$ cat config.mk
export PLATFORM = sky130hd
export DESIGN_NAME = crc16_frame_deframer_top
export DESIGN_NICKNAME = d
export VERILOG_FILES = /design/src/sv/cfd_pkg.sv /design/src/sv/crc16_frame_deframer_top.sv /design/src/sv/cfd_ctrl.sv /design/src/sv/cfd_datapath.sv
export SDC_FILE = /design/constraint.sdc
export NUM_CORES = 1
export LEC_CHECK = 0
export BUFFER_PORTS_ARGS = -buffer_cell sky130_fd_sc_hd__buf_2
export CAP_MARGIN = 10
export CORE_UTILIZATION = 39
export DETAILED_ROUTE_END_ITERATION = 6
export GPL_TIMING_DRIVEN = 0
export PLACE_DENSITY = 0.65
export SLEW_MARGIN = 20
export SYNTH_ARGS = -nofsm -noshare
export SYNTH_HDL_FRONTEND = slang
export SYNTH_SLANG_ARGS = --single-unit
$ cat constraint.sdc
create_clock -name clk -period 4.61 [get_ports clk]
set_clock_uncertainty 0.1 [all_clocks]
set_input_delay 0.461 -clock clk [delete_from_list [all_inputs] [get_ports clk]]
set_output_delay 0.461 -clock clk [all_outputs]
set_load 0.02 [all_outputs]
$ cat src/sv/cfd_pkg.sv
// Shared types and constants for the CRC-16 frame deframer.
// Used by cfd_ctrl, cfd_datapath and crc16_frame_deframer_top; no dependencies.
package cfd_pkg;

  // Header-follow bytes kept for a rescan after a length rejection
  localparam int unsigned ReplayDepth = 6;
  localparam int unsigned ReplayIdxW  = $clog2(ReplayDepth);

  // Modbus CRC-16
  localparam logic [15:0] CrcInit = 16'hFFFF;
  localparam logic [15:0] CrcPoly = 16'hA001;

  // Fixed bytes of a frame besides the payload
  localparam logic [16:0] FrameOverhead = 17'd10;

  // Configuration register indexes (byte address = 4 * index)
  typedef enum logic [1:0] {
    REG_HEADER_FIRST,
    REG_HEADER_SECOND,
    REG_MAX_FRAME
  } reg_idx_t;

  localparam logic [7:0]  HeaderFirstRst  = 8'hAA;
  localparam logic [7:0]  HeaderSecondRst = 8'h55;
  localparam logic [15:0] MaxFrameRst     = 16'd256;

  // One result transaction
  typedef struct packed {
    logic        kind;
    logic [7:0]  payload_byte;
    logic [15:0] frame_addr;
    logic [7:0]  frame_type;
    logic [7:0]  frame_cmd;
    logic [15:0] payload_len;
    logic        crc_ok;
    logic        last;
  } result_t;

  // Controller to datapath commands
  typedef struct packed {
    logic                  use_replay;
    logic [ReplayIdxW-1:0] replay_idx;
    logic                  load_addr_lo;
    logic                  load_addr_hi;
    logic                  load_type;
    logic                  load_cmd;
    logic                  load_len_lo;
    logic                  load_len_hi;
    logic                  load_crc_lo;
    logic                  crc_init;
    logic                  crc_update;
    logic                  push_payload;
    logic                  push_status;
  } dp_cmd_t;

  // Datapath to controller status
  typedef struct packed {
    logic hdr_first_hit;
    logic hdr_second_hit;
    logic len_too_big;
    logic len_zero;
    logic last_payload;
    logic queue_full;
  } dp_stat_t;

endpackage

$ cat src/sv/crc16_frame_deframer_top.sv
// Top level of the CRC-16 frame deframer: configuration registers, controller and datapath.
// Depends on cfd_pkg, cfd_ctrl and cfd_datapath.
//
// Receives one byte per cycle, hunts for the two-byte header, then parses address, type,
// command, length, payload and a Modbus CRC-16. Every payload byte leaves as a transaction
// with kind 0; a final transaction with kind 1 and last set carries the header fields and
// crc_ok. Throughput is one byte per cycle while in_stall is low. When a declared length
// makes the frame longer than max_frame_bytes, the six bytes after the header are
// rescanned from a six-entry buffer, one per cycle, and in_stall stays high for the
// whole rescan. Results pass through a two-entry queue, so input continues while a
// result waits; in_stall also rises when that queue is full. Registers: header_first
// at 0x0, header_second at 0x4, max_frame_bytes at 0x8.
module crc16_frame_deframer_top (
  input  logic        clk,
  input  logic        rst,
  // Configuration port
  input  logic        psel,
  input  logic        penable,
  input  logic        pwrite,
  input  logic [3:0]  paddr,
  input  logic [31:0] pwdata,
  output logic [31:0] prdata,
  output logic        pready,
  // Byte input
  input  logic        in_valid,
  output logic        in_stall,
  input  logic [7:0]  rx_byte,
  // Result output
  output logic        out_valid,
  input  logic        out_stall,
  output logic        kind,
  output logic [7:0]  payload_byte,
  output logic [15:0] frame_addr,
  output logic [7:0]  frame_type,
  output logic [7:0]  frame_cmd,
  output logic [15:0] payload_len,
  output logic        crc_ok,
  output logic        last
);

  logic [7:0]        header_first;
  logic [7:0]        header_second;
  logic [15:0]       max_frame_bytes;
  cfd_pkg::dp_cmd_t  cmd;
  cfd_pkg::dp_stat_t stat;
  cfd_pkg::reg_idx_t reg_idx;

  assign pready  = 1'b1;
  assign reg_idx = cfd_pkg::reg_idx_t'(paddr[3:2]);

  // Register write
  always_ff @(posedge clk) begin
    if (rst) begin
      header_first    <= cfd_pkg::HeaderFirstRst;
      header_second   <= cfd_pkg::HeaderSecondRst;
      max_frame_bytes <= cfd_pkg::MaxFrameRst;
    end else if (psel && penable && pwrite && pready) begin
      unique case (reg_idx)
        cfd_pkg::REG_HEADER_FIRST:  header_first    <= pwdata[7:0];
        cfd_pkg::REG_HEADER_SECOND: header_second   <= pwdata[7:0];
        cfd_pkg::REG_MAX_FRAME:     max_frame_bytes <= pwdata[15:0];
        default: ;
      endcase
    end
  end

  // Register read
  always_comb begin
    unique case (reg_idx)
      cfd_pkg::REG_HEADER_FIRST:  prdata = {24'h0, header_first};
      cfd_pkg::REG_HEADER_SECOND: prdata = {24'h0, header_second};
      cfd_pkg::REG_MAX_FRAME:     prdata = {16'h0, max_frame_bytes};
      default:                    prdata = 32'h0;
    endcase
  end

  cfd_ctrl u_ctrl (
    .clk      (clk),
    .rst      (rst),
    .in_valid (in_valid),
    .in_stall (in_stall),
    .stat     (stat),
    .cmd      (cmd)
  );

  cfd_datapath u_datapath (
    .clk             (clk),
    .rst             (rst),
    .rx_byte         (rx_byte),
    .header_first    (header_first),
    .header_second   (header_second),
    .max_frame_bytes (max_frame_bytes),
    .cmd             (cmd),
    .stat            (stat),
    .out_valid       (out_valid),
    .out_stall       (out_stall),
    .kind            (kind),
    .payload_byte    (payload_byte),
    .frame_addr      (frame_addr),
    .frame_type      (frame_type),
    .frame_cmd       (frame_cmd),
    .payload_len     (payload_len),
    .crc_ok          (crc_ok),
    .last            (last)
  );

  // A replayed byte never coincides with a result push
  a_replay_no_push: assert property (@(posedge clk) disable iff (rst)
    $onehot0({cmd.use_replay, cmd.push_payload, cmd.push_status}))
    else $error("replay overlaps a result push");

  // Input is held off for the whole replay
  a_replay_stalls: assert property (@(posedge clk) disable iff (rst)
    cmd.use_replay |-> in_stall)
    else $error("input not stalled during replay");

  // The queue is never pushed when full
  a_no_overflow: assert property (@(posedge clk) disable iff (rst)
    (cmd.push_payload || cmd.push_status) |-> !stat.queue_full)
    else $error("result queue overflow");

  // A rejected length starts a replay in the next cycle
  a_reject_replays: assert property (@(posedge clk) disable iff (rst)
    (cmd.load_len_hi && stat.len_too_big) |=> cmd.use_replay)
    else $error("rejected frame not replayed");

endmodule

$ cat src/sv/cfd_ctrl.sv
// Parse controller of the CRC-16 frame deframer: frame phase, header hunt and replay sequencing.
// Depends on cfd_pkg; drives commands into cfd_datapath.
module cfd_ctrl (
  input  logic               clk,
  input  logic               rst,
  input  logic               in_valid,
  output logic               in_stall,
  input  cfd_pkg::dp_stat_t  stat,
  output cfd_pkg::dp_cmd_t   cmd
);

  typedef enum logic [3:0] {
    PH_HUNT,
    PH_ADDR_LO,
    PH_ADDR_HI,
    PH_TYPE,
    PH_CMD,
    PH_LEN_LO,
    PH_LEN_HI,
    PH_PAYLOAD,
    PH_CRC_LO,
    PH_CRC_HI
  } phase_t;

  phase_t                         phase, phase_next;
  logic                           seen_first, seen_first_next;
  logic                           replaying, replaying_next;
  logic [cfd_pkg::ReplayIdxW-1:0] replay_cnt, replay_cnt_next;
  logic                           step;

  // Hold off new bytes while replaying or while the result queue is full
  assign in_stall = replaying | stat.queue_full;
  assign step     = replaying | (in_valid & ~in_stall);

  // Next state and commands for the byte handled this cycle
  always_comb begin
    phase_next      = phase;
    seen_first_next = seen_first;
    replaying_next  = replaying;
    replay_cnt_next = replay_cnt;
    cmd             = '0;
    cmd.use_replay  = replaying;
    cmd.replay_idx  = replay_cnt;

    // Advance through the replay buffer
    if (replaying) begin
      replay_cnt_next = replay_cnt + 1'b1;
      if (replay_cnt == cfd_pkg::ReplayIdxW'(cfd_pkg::ReplayDepth - 1)) begin
        replaying_next = 1'b0;
      end
    end

    if (step) begin
      unique case (phase)
        PH_HUNT: begin
          if (seen_first && stat.hdr_second_hit) begin
            seen_first_next = 1'b0;
            cmd.crc_init    = 1'b1;
            phase_next      = PH_ADDR_LO;
          end else begin
            seen_first_next = stat.hdr_first_hit;
          end
        end
        PH_ADDR_LO: begin
          cmd.load_addr_lo = 1'b1;
          phase_next       = PH_ADDR_HI;
        end
        PH_ADDR_HI: begin
          cmd.load_addr_hi = 1'b1;
          phase_next       = PH_TYPE;
        end
        PH_TYPE: begin
          cmd.load_type  = 1'b1;
          cmd.crc_update = 1'b1;
          phase_next     = PH_CMD;
        end
        PH_CMD: begin
          cmd.load_cmd   = 1'b1;
          cmd.crc_update = 1'b1;
          phase_next     = PH_LEN_LO;
        end
        PH_LEN_LO: begin
          cmd.load_len_lo = 1'b1;
          cmd.crc_update  = 1'b1;
          phase_next      = PH_LEN_HI;
        end
        PH_LEN_HI: begin
          cmd.load_len_hi = 1'b1;
          cmd.crc_update  = 1'b1;
          if (stat.len_too_big) begin
            // Drop the header and rescan the six bytes after it
            phase_next      = PH_HUNT;
            seen_first_next = 1'b0;
            replaying_next  = 1'b1;
            replay_cnt_next = '0;
          end else if (stat.len_zero) begin
            phase_next = PH_CRC_LO;
          end else begin
            phase_next = PH_PAYLOAD;
          end
        end
        PH_PAYLOAD: begin
          cmd.crc_update   = 1'b1;
          cmd.push_payload = 1'b1;
          if (stat.last_payload) begin
            phase_next = PH_CRC_LO;
          end
        end
        PH_CRC_LO: begin
          cmd.load_crc_lo = 1'b1;
          phase_next      = PH_CRC_HI;
        end
        PH_CRC_HI: begin
          cmd.push_status = 1'b1;
          seen_first_next = 1'b0;
          phase_next      = PH_HUNT;
        end
        default: begin
          phase_next = PH_HUNT;
        end
      endcase
    end
  end

  // State registers
  always_ff @(posedge clk) begin
    if (rst) begin
      phase      <= PH_HUNT;
      seen_first <= 1'b0;
      replaying  <= 1'b0;
      replay_cnt <= '0;
    end else begin
      phase      <= phase_next;
      seen_first <= seen_first_next;
      replaying  <= replaying_next;
      replay_cnt <= replay_cnt_next;
    end
  end

endmodule

$ cat src/sv/cfd_datapath.sv
// Datapath of the CRC-16 frame deframer: field holds, CRC, replay buffer and result queue.
// Depends on cfd_pkg; steered by cfd_ctrl.
module cfd_datapath (
  input  logic              clk,
  input  logic              rst,
  input  logic [7:0]        rx_byte,
  input  logic [7:0]        header_first,
  input  logic [7:0]        header_second,
  input  logic [15:0]       max_frame_bytes,
  input  cfd_pkg::dp_cmd_t  cmd,
  output cfd_pkg::dp_stat_t stat,
  output logic              out_valid,
  input  logic              out_stall,
  output logic              kind,
  output logic [7:0]        payload_byte,
  output logic [15:0]       frame_addr,
  output logic [7:0]        frame_type,
  output logic [7:0]        frame_cmd,
  output logic [15:0]       payload_len,
  output logic              crc_ok,
  output logic              last
);

  // One byte of Modbus CRC-16, bit by bit
  function automatic logic [15:0] crc_byte(input logic [15:0] crc_in, input logic [7:0] b);
    logic [15:0] c;
    c = crc_in ^ {8'h00, b};
    for (int i = 0; i < 8; i++) begin
      c = c[0] ? ((c >> 1) ^ cfd_pkg::CrcPoly) : (c >> 1);
    end
    return c;
  endfunction

  logic [7:0]  replay_buf [cfd_pkg::ReplayDepth];
  logic [7:0]  cur_byte;
  logic [15:0] addr_hold;
  logic [7:0]  type_hold;
  logic [7:0]  cmd_hold;
  logic [15:0] length_hold;
  logic [15:0] crc_accum;
  logic [7:0]  rx_crc_low;
  logic [15:0] field_counter;
  logic [15:0] len_full;

  cfd_pkg::result_t fifo_q [2];
  cfd_pkg::result_t res_new;
  cfd_pkg::result_t res_head;
  logic             wr_ptr, rd_ptr;
  logic [1:0]       count;
  logic             push, pop;

  // Select the byte under work: replayed or freshly received
  assign cur_byte = cmd.use_replay ? replay_buf[cmd.replay_idx] : rx_byte;
  assign len_full = {cur_byte, length_hold[7:0]};

  // Status toward the controller
  assign stat.hdr_first_hit  = (cur_byte == header_first);
  assign stat.hdr_second_hit = (cur_byte == header_second);
  assign stat.len_too_big    = ({1'b0, len_full} + cfd_pkg::FrameOverhead)
                               > {1'b0, max_frame_bytes};
  assign stat.len_zero       = (len_full == 16'd0);
  assign stat.last_payload   = (field_counter == 16'd1);
  assign stat.queue_full     = count[1];

  // Field holds and CRC
  always_ff @(posedge clk) begin
    if (rst) begin
      addr_hold     <= '0;
      type_hold     <= '0;
      cmd_hold      <= '0;
      length_hold   <= '0;
      crc_accum     <= cfd_pkg::CrcInit;
      rx_crc_low    <= '0;
      field_counter <= '0;
    end else begin
      if (cmd.crc_init) begin
        crc_accum     <= cfd_pkg::CrcInit;
        field_counter <= '0;
      end else if (cmd.crc_update) begin
        crc_accum <= crc_byte(crc_accum, cur_byte);
      end
      if (cmd.load_addr_lo) addr_hold <= {8'h00, cur_byte};
      if (cmd.load_addr_hi) addr_hold <= {cur_byte, addr_hold[7:0]};
      if (cmd.load_type) type_hold <= cur_byte;
      if (cmd.load_cmd) cmd_hold <= cur_byte;
      if (cmd.load_len_lo) length_hold <= {8'h00, cur_byte};
      if (cmd.load_len_hi) begin
        length_hold   <= len_full;
        field_counter <= len_full;
      end
      if (cmd.push_payload) field_counter <= field_counter - 16'd1;
      if (cmd.load_crc_lo) rx_crc_low <= cur_byte;
    end
  end

  // Keep the six header-follow bytes for a possible rescan
  always_ff @(posedge clk) begin
    if (cmd.load_addr_lo) replay_buf[0] <= cur_byte;
    if (cmd.load_addr_hi) replay_buf[1] <= cur_byte;
    if (cmd.load_type)    replay_buf[2] <= cur_byte;
    if (cmd.load_cmd)     replay_buf[3] <= cur_byte;
    if (cmd.load_len_lo)  replay_buf[4] <= cur_byte;
    if (cmd.load_len_hi)  replay_buf[5] <= cur_byte;
  end

  // Build the result transaction
  always_comb begin
    res_new.kind         = cmd.push_status;
    res_new.payload_byte = cmd.push_status ? 8'h00 : cur_byte;
    res_new.frame_addr   = addr_hold;
    res_new.frame_type   = type_hold;
    res_new.frame_cmd    = cmd_hold;
    res_new.payload_len  = length_hold;
    res_new.crc_ok       = cmd.push_status & ({cur_byte, rx_crc_low} == crc_accum);
    res_new.last         = cmd.push_status;
  end

  // Two-entry result queue
  assign push = cmd.push_payload | cmd.push_status;
  assign pop  = out_valid & ~out_stall;

  always_ff @(posedge clk) begin
    if (push) fifo_q[wr_ptr] <= res_new;
  end

  always_ff @(posedge clk) begin
    if (rst) begin
      wr_ptr <= 1'b0;
      rd_ptr <= 1'b0;
      count  <= 2'd0;
    end else begin
      if (push) wr_ptr <= ~wr_ptr;
      if (pop) rd_ptr <= ~rd_ptr;
      case ({push, pop})
        2'b10:   count <= count + 2'd1;
        2'b01:   count <= count - 2'd1;
        default: count <= count;
      endcase
    end
  end

  assign res_head     = fifo_q[rd_ptr];
  assign out_valid    = (count != 2'd0);
  assign kind         = res_head.kind;
  assign payload_byte = res_head.payload_byte;
  assign frame_addr   = res_head.frame_addr;
  assign frame_type   = res_head.frame_type;
  assign frame_cmd    = res_head.frame_cmd;
  assign payload_len  = res_head.payload_len;
  assign crc_ok       = res_head.crc_ok;
  assign last         = res_head.last;

endmodule

==> Word-level counts from Yosys, hierarchy flattened <==
Memories as Yosys holds them, arrays and structs flattened. A register that Yosys moved wholly into a read port is not among the register bits.
Index checks and enable logic that the tools add are counted.
{ "op_classes": {"multipliers": 0, "magnitude_cmp": 1, "add_sub_neg": 5, "n_shift": 0, "reduce_logical": 26, "n_eq_ne": 21, "n_bitwise": 21, "n_div": 0, "n_mux": 81} }
{ "ops": {"columns": ["op", "count"], "rows": [
  ["2-to-1 mux 16 bit", 15],
  ["2-to-1 mux 8 bit", 7],
  ["one-hot mux 16 bit (3 select lines)", 1],
  ["2-to-1 mux 1 bit", 40],
  ["OR reduction 8 bit", 5],
  ["one-hot mux 4 bit (9 select lines)", 1],
  ["2-to-1 mux 3 bit", 10],
  ["NOT 2 -> 3 bit", 8],
  ["adder 16 x 4 -> 17 bit, second input constant", 1],
  ["> comparator 17 x 16 -> 1 bit", 1],
  ["== test 16 x 1 -> 1 bit, second input constant", 1],
  ["== test 16 bit", 1],
  ["== test 4 x 3 -> 1 bit, second input constant", 4],
  ["== test 8 bit", 2],
  ["logical NOT 16 bit", 1],
  ["2-to-1 mux 4 bit", 4],
  ["subtractor 16 x 1 -> 16 bit, second input constant", 1],
  ["XOR 16 x 8 -> 16 bit", 1],
  ["2-to-1 mux 11 bit", 1],
  ["AND reduction 2 bit", 5],
  ["== test 4 x 2 -> 1 bit, second input constant", 2],
  ["== test 4 bit, second input constant", 2],
  ["nonzero test 2 bit", 4],
  ["NOT 1 bit", 6],
  ["20 further kinds", 31]
]} }
{ "totals": {"memories": 2, "in_bits": 51, "latch_bits": 0, "mem_bits_rw": 166, "reg_bits": 133, "romBits": 0, "output_inout_bits": 94, "elab_cells": 176} }
{ "memory_table": {"columns": ["memory", "words", "width", "read_ports", "rd_clocked_by_memory_dff", "write_ports", "line_no", "text"], "rows": [
  ["u_datapath.fifo_q", 2, 59, 1, 1, 1, "cfd_datapath.sv:45", "cfd_pkg::result_t fifo_q [2];"],
  ["u_datapath.replay_buf", 6, 8, 1, 1, 1, "cfd_datapath.sv:34", "logic [7:0] replay_buf [cfd_pkg::ReplayDepth];"]
]} }

==> Logic depth before layout (Yosys ltp) <==
{ "depth": {"depth_word": 18, "depth_mapped": 21} }

==> Modules after synthesis <==
Synthesis repeated with hierarchy kept, for this count alone.
{ "unflattened": {"hier_cells": 1163, "hier_area_um2": 13476.7} }
{ "by_module_without_submodules": {"columns": ["module", "cells_per_inst", "seq_area_each_um2", "area_each_um2", "n_inst"], "rows": [
  ["cfd_datapath", 877, 6786.5, 11015.6, 1],
  ["crc16_frame_deframer_top", 190, 640.6, 1744.2, 1],
  ["cfd_ctrl", 96, 180.2, 716.9, 1]
]} }

==> Worst setup path after synthesis <==
No wires, ideal clock.
{ "synth_timing": {"path_type": "reg-to-reg", "start": "reg u_ctrl.replaying", "end": "mem u_datapath.fifo_q[1][0] (netlist name), enable pin", "t_arrival_ns": 3.799, "slack_ns": 0.228, "stages_incl_launch_ff": 8, "path_cell_list": "dfxtp_1 > buf_2 > a21oi_1 > nor2_1 > nand2_1 > nor2_1 > nor2_1 > nor2b_1"} }
{ "synth_via": {"elab_chain_len": 8} }
{ "synth_lines": {"columns": ["item", "line_no", "text"], "rows": [
  ["from (decl)", "cfd_ctrl.sv:27", "logic replaying, replaying_next;"],
  ["from (signal assigned)", "cfd_ctrl.sv:135", "replaying <= replaying_next;"],
  ["bitwise OR 1 bit", "cfd_ctrl.sv:32", "assign in_stall = replaying | stat.queue_full;"],
  ["NOT 1 bit", "cfd_ctrl.sv:33", "assign step = replaying | (in_valid & ~in_stall);"],
  ["AND 1 bit", "cfd_ctrl.sv:33", null],
  ["bitwise OR 1 bit (*)", "cfd_ctrl.sv:33", null],
  ["2-to-1 mux 11 bit (*)", "cfd_ctrl.sv:53", "if (step) begin"],
  ["bitwise OR 1 bit (*)", "cfd_datapath.sv:119", "assign push = cmd.push_payload | cmd.push_status;"],
  ["2-to-1 mux 1 bit (*)", "cfd_datapath.sv:123", "if (push) fifo_q[wr_ptr] <= res_new;"],
  ["2-to-1 mux 1 bit (implied by the code) (*)", "cfd_datapath.sv:123", null],
  ["to (decl)", "cfd_datapath.sv:45", null]
]} }
Every way passes the cells marked *; elsewhere a longest branch is shown, timed or not.

==> Final worst setup path <==
{ "layout_timing": {"start": "reg u_ctrl.replay_cnt[0] (netlist name)", "end": "reg u_ctrl.replay_cnt[1] (netlist name)"} }
{ "layout_via": {"elab_chain_len": 5} }
{ "layout_lines": {"columns": ["item", "line_no", "text"], "rows": [
  ["from (decl)", "cfd_ctrl.sv:28", "logic [cfd_pkg::ReplayIdxW-1:0] replay_cnt, replay_cnt_next;"],
  ["from (signal assigned)", "cfd_ctrl.sv:136", "replay_cnt <= replay_cnt_next;"],
  ["adder 3 x 1 -> 3 bit (*)", "cfd_ctrl.sv:47", "replay_cnt_next = replay_cnt + 1'b1;"],
  ["2-to-1 mux 3 bit (*)", "cfd_ctrl.sv:46", "if (replaying) begin"],
  ["2-to-1 mux 3 bit", "cfd_ctrl.sv:90", "if (stat.len_too_big) begin"],
  ["2-to-1 mux 3 bit", "cfd_ctrl.sv:54", "unique case (phase)"],
  ["2-to-1 mux 3 bit (*)", "cfd_ctrl.sv:53", null]
]} }
Marks and branches as above.
A chain may end at the register's enable or synchronous reset.

==> results.toml <==
[worst_setup_path]
critPathCaptureType = "register"
required_ps = 4950
critPathKind = "register to register"
cp_max_fo = 10
critPathLaunchType = "register"
worstPathArrival_ps = 4780

[global_routing]
grt_pass1_vias = 9274
grt_max_degree = 26
grt_pass1_wl_um = 53200
grt_use_total_pct = 19.6
grt_overflow = 0
antenna_found_initial = 0

[synthesis]
yosys_warnings = 0
syn_avg_cell_area_um2 = 11.4
synth_cells = 1164
yosysSeqAreaShare_pct = 57.1
ys_ff_latch = 298
synth_edf_count = 164
synth_top_area_share_pct = 37.0
synth_ff_type = "edfxtp_1"
synth_top_cell_by_area = "edfxtp_1"
synth_cell_types = 66
synthTopCellsByArea = "edfxtp_1 (37%), dfxtp_1 (20%), mux2_2 (5.1%)"
async_flop_share_pct = 0
netlist_area_um2 = 13300

[placement]
placed_area_um2 = 14600
dp.cells = 1741
place_congestion = 0.892
io_buffers = 108
dpl.hpwl_um = 24100

[clock_network]
cts_tree = "yes"
cts_max_level = 2
cts_made_buffers = 35
insertion_delay_ps = 520
clockBufferDepth = 3
cts.sinks = 298
clkTransAtPathRegs_ps = 60
cts_root_buffer = "clkbuf_16"

[timing]
fmax_ghz = 0.225
rsz0062_at_grt = "false"
timing.hold.ws_ps = 63.6
period_needed_ps = 4440
hold_viol = 0
tightest_slew_ps = 1120
slew_viol_final = 0
setup_viol = 0
slew_headroom_pct = 25.2
min_period_over_period_pct = 96.4

[pwr]
vdd_drop_max_v = 0.000223
power.density_nw_per_um2 = 370
cellLeakagePower_nw = 6.23
totalPowerFinal_mw = 5.91

[layout]
drive_above_1_share_pct = 22.6
num-fill-cells = 3098
diodes = 0
design_area_um2 = 16000
area_delta_synth_final_pct = 19.9
stdcell_count = 1817
finalNetCount = 1415
fin_util_pct = 47.6

[routing]
wl_per_cell_um = 19.0
wl_um = 34500
drc = 0
drtPass1Iterations = 5
postRouteAntennaNets = 0
drt_iter0_drc = 673
via_count = 9505
vias_per_cell = 5.23

[status]
status = "completed"

[floorplanning]
rows = 67
core_region_area_um2 = 33500
fp.dieArea_um2 = 34900
start_util_pct = 39.7
fp.dieW_um = 187
dieHeight_um = 187
io_pins = 145

[worst_hold_path]
hold_class = "input port to register"

[job]
cap_violations = 0
cell usage in the layout, fill, tap and decap left out, types with 13 or more instances in the layout:
master | Yosys | routed
a211oi_1 | 39 | 39
a21oi_1 | 66 | 66
a22oi_1 | 14 | 13
buf_2 | 4 | 110
buf_4 | 20 | 36
clkbuf_1 | 44 | 46
clkbuf_16 | 0 | 35
conb_1 | 2 | 17
dfxtp_1 | 134 | 134
edfxtp_1 | 164 | 164
ha_1 | 22 | 22
inv_1 | 33 | 31
mux2_2 | 60 | 60
mux2i_1 | 48 | 48
nand2_1 | 93 | 93
nand3_1 | 18 | 18
nor2_1 | 131 | 130
nor3_1 | 25 | 21
o21ai_0 | 31 | 30
xnor2_1 | 33 | 33
xor2_1 | 32 | 32
state kept, by name, summed over array words and instances (netlist names), named ones only:
name                      cells
header_second                 8
u_ctrl.seen_first             1
u_datapath.wr_ptr             1
u_ctrl.replay_cnt             3
u_datapath.type_hold          8
u_datapath.cmd_hold           8
u_datapath.rd_ptr             1
max_frame_bytes              16
u_datapath.crc_accum         16
u_datapath.length_hold       16
u_ctrl.replaying              1
u_datapath.addr_hold         16
u_datapath.count              2
u_ctrl.phase                  4
header_first                  8
u_datapath.fifo_q           116
u_datapath.replay_buf        48
u_datapath.field_counter     16
u_datapath.rx_crc_low         8
layout make-up:
cell class              count  area [µm²]  area share (%)
flip-flops and latches    298        7610            47.6
multi-input cells         769        5280            33.1
clock buffers              49         998            6.25
repair buffers            128         768            4.81
well taps                 448         561            3.51
plain buffers              75         402            2.51
clock inverters            15         213            1.33
inverters                  35         139           0.870
per-stage QoR:
step                setup TNS [ps]  setup WS, ps
global placement           -203470         -1830
finish                           0           167
global route                     0          35.2
floorplan                        0           228
CTS                              0          58.6
detailed placement           -3680          -528
final timing paths:
check,cells past startpoint,startpoint,to,slack [ps]
hold reg to reg,0,u_datapath.type_hold[7],u_datapath.fifo_q[1][33],360
setup reg to reg,16,u_ctrl.replay_cnt[0],u_ctrl.replay_cnt[1],170
hold / removal,3,pwdata[8],max_frame_bytes[8],60
setup / recovery,16,u_ctrl.replay_cnt[0],u_ctrl.replay_cnt[1],170
cell families after synthesis:
family / after synthesis / share of synthesized area [%]
XOR/XNOR: 74 / 5.52
other: 2 / 0.0564
AND/OR/NAND/NOR: 340 / 11.5
flip-flops: 298 / 57.1
multiplexers: 110 / 8.93
adder cells (fa/ha/maj): 22 / 2.07
buffers and inverters: 112 / 3.99
AO/OA/AOI/OAI: 206 / 10.8
where the power goes:
part	switching, mW	leakage [nW]	internal (mW)
registers	0.00531	2.80	2.79
clock network	1.10	0.594	1.76
logic	0.165	2.84	0.0945
total	1.27	6.23	4.64
Yosys cell counts, types with 7 or more instances:
library cell  instances
a211o_1               8
a211oi_1             39
a21o_1                7
a21oi_1              66
a22oi_1              14
and2_1                9
and3_1               11
buf_4                20
clkbuf_1             44
dfxtp_1             134
edfxtp_1            164
ha_1                 22
inv_1                33
mux2_2               60
mux2i_1              48
nand2_1              93
nand2b_1              8
nand3_1              18
nand4_1               7
nor2_1              131
nor2b_1              11
nor3_1               25
nor4_1               11
o21ai_0              31
xnor2_1              33
xor2_1               32
metal layers:
| metal | track usage (%) | vias up | share of wire (%) |
|---|---|---|---|
| met3 | 3.94 | 49 | 7.7 |
| met4 | 5.58 | 0 | 1.8 |
| met1 | 26.6 | 4531 | 44 |
| met5 | 0 | - | 0 |
| li1 | - | 4541 | - |
| met2 | 31.7 | 384 | 46 |
worst max-delay path, cell delays in order (launching register included):
cell	delay [ps]
dfxtp_1	370
buf_6	180
buf_12	160
mux2i_1	270
a22oi_2	100
a22oi_4	350
clkbuf_2	470
inv_1	320
nand3_1	190
xnor2_1	180
ha_1	290
a211oi_1	270
o2111ai_1	170
o21ai_2	250
a21oi_1	110
or2_2	330
a211oi_1	220
repair_timing:
item / 4_1_cts / 5_1_grt
gates resized for setup: 7 / 6
pin swaps: 0 / 3
hold buffers: 0 / 0
hold endpoints to repair: 0 / 0
buffers inserted: 0 / 14
setup endpoints to repair: 9 / 9
(Power assumes the default switching activity.)
